===== config.mk =====
export PLATFORM = sky130hd
export DESIGN_NAME = sfd_front
export DESIGN_NICKNAME = d
export VERILOG_FILES = /design/src/rtl/sfd_pkg.sv /design/src/rtl/sfd_front.sv
export SDC_FILE = /design/constraint.sdc
export NUM_CORES = 1
export LEC_CHECK = 0
export BUFFER_PORTS_ARGS = -buffer_cell sky130_fd_sc_hd__buf_2
export CORE_ASPECT_RATIO = 2
export CORE_MARGIN = 8
export CORE_UTILIZATION = 52
export CTS_BUF_LIST = sky130_fd_sc_hd__clkbuf_4 sky130_fd_sc_hd__clkbuf_8
export DETAILED_ROUTE_END_ITERATION = 7
export PLACE_DENSITY = 0.72
export SLEW_MARGIN = 30
export SYNTH_ARGS = -nofsm -noshare
export SYNTH_HDL_FRONTEND = slang
export SYNTH_SLANG_ARGS = --single-unit

===== constraint.sdc =====
create_clock -name clk -period 6 [get_ports clk]
set_input_delay 0.3 -clock clk [delete_from_list [all_inputs] [get_ports clk]]
set_output_delay 0.3 -clock clk [all_outputs]
set_load 0.03 [all_outputs]

===== src/rtl/sfd_pkg.sv =====
// Shared types and constants for the serial frame deframer/checker.
`default_nettype none
package sfd_pkg;

	localparam logic [7:0] HDR_BYTE   = 8'hFF;
	localparam logic [7:0] STUFF_BYTE = 8'h55;
	localparam logic [15:0] MIN_LEN   = 16'd5;
	// body bytes before the first payload byte: cmd, seq, two flags
	localparam logic [15:0] BODY_HDR_LEN = 16'd4;

	localparam logic KIND_PAYLOAD = 1'b0;
	localparam logic KIND_END     = 1'b1;

	localparam logic [1:0] ST_OK       = 2'd0;
	localparam logic [1:0] ST_SEQ_ERR  = 2'd1;
	localparam logic [1:0] ST_SUM_ERR  = 2'd2;
	localparam logic [1:0] ST_LEN_ERR  = 2'd3;

	localparam int QDEPTH = 4;
	localparam int QPTR_W = $clog2(QDEPTH);
	localparam int QCNT_W = $clog2(QDEPTH + 1);

	typedef enum logic [4:0] {
		PH_HUNT0  = 5'b00001,
		PH_HUNT1  = 5'b00010,
		PH_LEN_HI = 5'b00100,
		PH_LEN_LO = 5'b01000,
		PH_BODY   = 5'b10000
	} phase_t;

	typedef struct packed {
		logic       kind;
		logic [7:0] payload;
		logic [7:0] cmd;
		logic [1:0] status;
	} rec_t;

endpackage
`default_nettype wire


===== src/rtl/sfd_front.sv =====
// Front end: header hunt, unstuffing, length/body tracking and record generation.
`default_nettype none
module sfd_front (
	input  wire logic          clk,
	input  wire logic          arst_n,
	input  wire logic          accept,
	input  wire logic [7:0]    rx_byte,
	input  wire logic [7:0]    expected_seq,
	output logic               rec_valid,
	output sfd_pkg::rec_t      rec
);

	sfd_pkg::phase_t phase_q, phase_d;
	logic        skip_q, skip_d;
	logic [15:0] len_q, len_d;
	logic [15:0] cnt_q, cnt_d;
	logic [7:0]  sum_q, sum_d;
	logic [7:0]  cmd_q, cmd_d;
	logic        seqm_q, seqm_d;

	logic        is_hdr;
	logic        drop;
	logic [7:0]  sum_add;
	logic [15:0] len_full;
	logic [16:0] cnt_inc;
	logic        last_byte;

	assign is_hdr    = (rx_byte == sfd_pkg::HDR_BYTE);
	assign drop      = skip_q && (rx_byte == sfd_pkg::STUFF_BYTE);
	assign sum_add   = sum_q + rx_byte;
	assign len_full  = {len_q[15:8], rx_byte};
	assign cnt_inc   = {1'b0, cnt_q} + 17'd1;
	assign last_byte = (cnt_inc >= {1'b0, len_q});

	always_comb begin
		phase_d   = phase_q;
		skip_d    = skip_q;
		len_d     = len_q;
		cnt_d     = cnt_q;
		sum_d     = sum_q;
		cmd_d     = cmd_q;
		seqm_d    = seqm_q;
		rec_valid = 1'b0;
		rec       = '0;
		case (phase_q)
			sfd_pkg::PH_HUNT1: begin
				if (is_hdr) begin
					phase_d = sfd_pkg::PH_LEN_HI;
					skip_d  = 1'b0;
					len_d   = '0;
					cnt_d   = '0;
					sum_d   = '0;
					cmd_d   = '0;
					seqm_d  = 1'b0;
				end else begin
					phase_d = sfd_pkg::PH_HUNT0;
				end
			end
			sfd_pkg::PH_LEN_HI, sfd_pkg::PH_LEN_LO, sfd_pkg::PH_BODY: begin
				if (drop) begin
					skip_d = 1'b0;
				end else begin
					skip_d = is_hdr;
					case (phase_q)
						sfd_pkg::PH_LEN_HI: begin
							len_d   = {rx_byte, 8'h00};
							sum_d   = sum_add;
							phase_d = sfd_pkg::PH_LEN_LO;
						end
						sfd_pkg::PH_LEN_LO: begin
							len_d = len_full;
							sum_d = sum_add;
							cnt_d = '0;
							if (len_full < sfd_pkg::MIN_LEN) begin
								phase_d       = sfd_pkg::PH_HUNT0;
								skip_d        = 1'b0;
								rec_valid     = 1'b1;
								rec.kind      = sfd_pkg::KIND_END;
								rec.status    = sfd_pkg::ST_LEN_ERR;
							end else begin
								phase_d = sfd_pkg::PH_BODY;
							end
						end
						default: begin
							if (last_byte) begin
								// checksum byte: seq fault wins over sum fault
								phase_d   = sfd_pkg::PH_HUNT0;
								skip_d    = 1'b0;
								rec_valid = 1'b1;
								rec.kind  = sfd_pkg::KIND_END;
								rec.cmd   = cmd_q;
								if (!seqm_q)
									rec.status = sfd_pkg::ST_SEQ_ERR;
								else if (rx_byte != sum_q)
									rec.status = sfd_pkg::ST_SUM_ERR;
								else
									rec.status = sfd_pkg::ST_OK;
							end else begin
								sum_d = sum_add;
								if (cnt_q == 16'd0)
									cmd_d = rx_byte;
								else if (cnt_q == 16'd1)
									seqm_d = (rx_byte == expected_seq);
								cnt_d = cnt_inc[15:0];
								if (cnt_q >= sfd_pkg::BODY_HDR_LEN) begin
									rec_valid   = 1'b1;
									rec.kind    = sfd_pkg::KIND_PAYLOAD;
									rec.payload = rx_byte;
								end
							end
						end
					endcase
				end
			end
			default: begin
				phase_d = is_hdr ? sfd_pkg::PH_HUNT1 : sfd_pkg::PH_HUNT0;
			end
		endcase
		if (!accept)
			rec_valid = 1'b0;
	end

	always_ff @(posedge clk or negedge arst_n) begin
		if (!arst_n) begin
			phase_q <= sfd_pkg::PH_HUNT0;
			skip_q  <= 1'b0;
			len_q   <= '0;
			cnt_q   <= '0;
			sum_q   <= '0;
			cmd_q   <= '0;
			seqm_q  <= 1'b0;
		end else if (accept) begin
			phase_q <= phase_d;
			skip_q  <= skip_d;
			len_q   <= len_d;
			cnt_q   <= cnt_d;
			sum_q   <= sum_d;
			cmd_q   <= cmd_d;
			seqm_q  <= seqm_d;
		end
	end

endmodule
`default_nettype wire


* Yosys cells after proc, flatten, opt, wreduce, memory -nomap -nowiden
Index checks and enable logic that the tools add are counted.
Widths: inputs -> output; s select.
** Storage, ports and cells
- Logic and storage cells :: 105
- Bits in registers :: 55
- Output and inout bits :: 20
- Bits of input ports :: 19
** Cells by class
- Add/subtract/negate cells :: 2
- Order comparisons :: 3
- Reduce and logical (&&, ||, !) cells :: 13
- Multiplexer cells :: 56
- Eq/ne operators :: 23
** Operators with widths (count)
- $pmux 16 s2 :: 4
- $mux 16 :: 5
- $mux 8 :: 10
- $mux 19 :: 2
- $pmux 8 s2 :: 2
- $ne 2x2->1 const B :: 10
- $pmux 5 s2 :: 2
- $add 16x1->17 const B :: 1
- $ge 17x16->1 :: 1
- $eq 16x1->1 const B :: 1
- $ge 16x3->1 const B :: 1
- $logic_not 16->1 :: 1
- $lt 16x3->1 const B :: 1
- $mux 1 :: 16
- $mux 5 :: 3
- $reduce_and 6->1 :: 2
- $mux 10 :: 1
- $pmux 1 s2 :: 5
- $reduce_and 5->1 :: 2
- $ne 3x3->1 const B :: 3
- $add 8x8->8 :: 1
- $eq 8x7->1 const B :: 1
- $eq 8x8->1 :: 1
- $eq 8x8->1 const B :: 1
- 16 further kinds :: 20

* Logic depth before layout (Yosys ltp)
- Word-level depth :: 7
- Mapped depth :: 15
- Gate-level depth less buffers :: 12

* Worst setup path after synthesis
Ideal clock, no wire load.
- Path kind :: flip-flop to output port
- Start point :: register cnt_q[0]
- End point :: output rec[11] (netlist bit)
- Arrival time :: 3.636 ns
- Path buffers :: 2
- Cell stages (with the launch flop) :: 14
- Setup slack :: 2.064 ns
- Cells stage by stage :: dfrtp_1 > ha_1 > nand3_2 > or2_2 > buf_2 > nor2_1 > xor2_1 > ha_1 > and4_1 > a221o_1 > a211oi_2 > clkbuf_1 > and3_1 > and2_1
** RTL lines
- from (decl) :: RTL line sfd_front.sv:16 : logic [15:0] cnt_q, cnt_d;
- from (signal assigned) :: RTL line sfd_front.sv:136 : cnt_q <= cnt_d;
- to (decl) :: RTL line sfd_front.sv:10 : output sfd_pkg::rec_t rec

==> results.yml <==
run:
  drv_cap: 0
floorplanning:
  dieArea_um2: 10700
  start_util: 0.526
  die_y_um: 139
  io_pins: 39
  dieWidth_um: 77.3
  core_um2: 7430
  rows: 45
synthesis:
  async_flop_share: 1.00
  ys.flop_type: "dfrtp_1"
  syn_area_um2: 3910
  ys_warn_count: 0
  synth_edf_count: 0
  ys_seq_area_frac: 0.353
  synth.avg_cell_area_um2: 9.46
  yosysUniqueCellTypes: 59
  synth_nets: 459
  synthesis.instances: 413
  synth-seq-cells: 55
cells_and_area:
  diodes: 0
  layout_common_cells: "54 x dfrtp_1, 38 x buf_2, 32 x nand2_1"
  layout.nets: 486
  drive_gt1_frac: 0.188
  layout_commonest_cell: "dfrtp_1"
  syn_to_final_growth_pct: 8.61
  fillCellCount: 710
critical_path:
  crit_type: "reg -> out"
  arrival_ns: 4.15
  cp-end-kind: "output pin"
  required_ns: 5.70
  path_max_fanout: 16
  cp-start-kind: "flip-flop"
clocking:
  cts_tree: "built"
  clock_latency_ns: 0.32
  htree_levels: 2
  post-cts-setup-buffers: 0
  numCtsBuffers: 5
  cts-resized-gates: 0
  clock_sinks: 55
  cts.reportedPaths.clkPinSlew_ns: 0.10
  cts_hold_buf: 0
  cts_max_path_buffers: 2
  clockRootBuffer: "clkbuf_8"
sta:
  rsz0062_at_grt: "false"
  hold_viol: 0
  period_share: 0.741
  worst_slack_ns: 1.55
  min_period_ns: 4.45
  fin_tns_setup_ns: 0
  tightest_slew_ns: 0.718
  fmax_ghz: 0.225
  fin_skew_ns: 0.0150
  report.final.slew_viol_count: 0
  slew_headroom: 0.519
  setup_viol: 0
drt:
  drt_iter0_drc: 333
  wire_per_inst_um: 18.4
  first_pass_iters: 5
  viasPerCell: 6.00
  postRouteAntennaNets: 0
  vias: 3210
  drc: 0
  drt_wl_total_mm: 9.82
global_route:
  track_usage: 0.186
  grt_max_degree: 56
  grt_overflow: 0
  grt_pass1_wl_mm: 16.2
  antenna_found_initial: 0
  grt_pass1_vias: 3229
hold_path:
  hp-class: "in -> async"
pwr:
  ir_drop_mv: 0.182
  power_density_nw_per_um2: 175
  p_leak_nw: 1.97
placement:
  port_buffers: 38
  dpl.hpwl_mm: 7.20
  place_congestion: 0.921
  dp_slack_ns: 1.97
run_status:
  outcome: "finished clean"
## state kept, by name, summed over array words and instances (netlist names)
| name | flops |
|---|---|
| cnt_q | 16 |
| len_q | 16 |
| cmd_q | 8 |
| sum_q | 8 |
| phase_q | 5 |
| seqm_q | 1 |
| skip_q | 1 |
## cells by family after synthesis
group                      Yosys count  share of synthesized area
AOI/OAI and AO/OA                   88                      0.175
xor gates and xnor gates            31                     0.0695
adders and majority gates           27                     0.0884
buffers and inverters               44                     0.0461
DFF                                 55                      0.353
muxes                               20                     0.0573
and+or+nand+nor                    148                      0.212
## synth_stat cells, types with 9 or more instances
master / count / share of area
inv_1: 24 / 0.023
a21oi_1: 16 / 0.020
nand3_1: 14 / 0.018
and2_1: 19 / 0.030
nand4_1: 9 / 0.014
a22o_1: 21 / 0.047
and3_1: 11 / 0.018
xor2_1: 16 / 0.036
dfrtp_1: 54 / 0.35
ha_1: 26 / 0.083
o21ai_0: 18 / 0.023
nand2_1: 32 / 0.031
nor4_1: 10 / 0.016
nor2_1: 23 / 0.022
clkbuf_1: 13 / 0.012
mux2_2: 19 / 0.055
xnor2_1: 15 / 0.034
## metal layers
layer	GRT usage	share of wire	vias up	routed length, um
li1	-	-	1566	-
met1	0.245	0.46	1521	4480
met2	0.291	0.47	108	4660
met3	0.0299	0.046	15	455
met4	0.0802	0.024	0	231
met5	0	0	-	0
## report_power, final
| group | total (mW) | internal, mW | leakage (nW) | switching [mW] |
|---|---|---|---|---|
| clock | 0.232 | 0.110 | 0.0549 | 0.121 |
| combinational | 0.122 | 0.0483 | 1.15 | 0.0734 |
| sequential | 0.388 | 0.380 | 0.757 | 0.00800 |
## layout make-up
cell class	instances	area [um^2]	share of cell area
Clock buffer	8	104	0.0245
Inverter	24	90.1	0.0212
Multi-Input combinational cell	314	2350	0.554
Sequential cell	55	1380	0.325
Tap cell	94	118	0.0277
Timing Repair Buffer	40	205	0.0483
## critical path, cell delays in order, from the launching register on
cell and delay (ns):
dfrtp_1 0.54, nand4_1 0.27, nor2_1 0.19, and4_1 0.25, nand3_1 0.10, xnor2_1 0.18, ha_1 0.30, and3_1 0.31
o2111ai_1 0.17, a21oi_1 0.41, a211oi_2 0.06, buf_4 0.22, nor3_2 0.43, and2_1 0.20, buf_2 0.20
## final timing paths
kind                       slack (ns)  startpoint  depth (start not counted)    endpoint
min in group clk                 0.27      accept                          2  phase_q[1]
min                              0.09      arst_n                          2    sum_q[2]
min reg2reg                      0.49    len_q[4]                          2    len_q[4]
max in group asynchronous        5.44      arst_n                          2   cnt_q[11]
max reg2reg                      1.89    cnt_q[0]                         11    cmd_q[7]
max                              1.55    cnt_q[2]                         14      rec[3]
## through the flow
| stage | std cells | total power, mW | hold WS [ns] | instance area (um^2) | util |
|---|---|---|---|---|---|
| 2_1_floorplan | 413 | 0.473 | 0.00441 | 3910 | - |
| 3_3_place_gp | 527 | 0.513 | 0.467 | 4140 | 0.557 |
| 3_5_place_dp | 527 | 0.515 | 0.474 | 4140 | 0.557 |
| 4_1_cts | 535 | 0.746 | 0.122 | 4240 | 0.571 |
| 5_1_grt | 535 | 0.775 | 0.158 | 4240 | 0.571 |
| 6_report | 535 | 0.741 | 0.0921 | 4240 | 0.571 |
(Power assumes the default switching activity.)
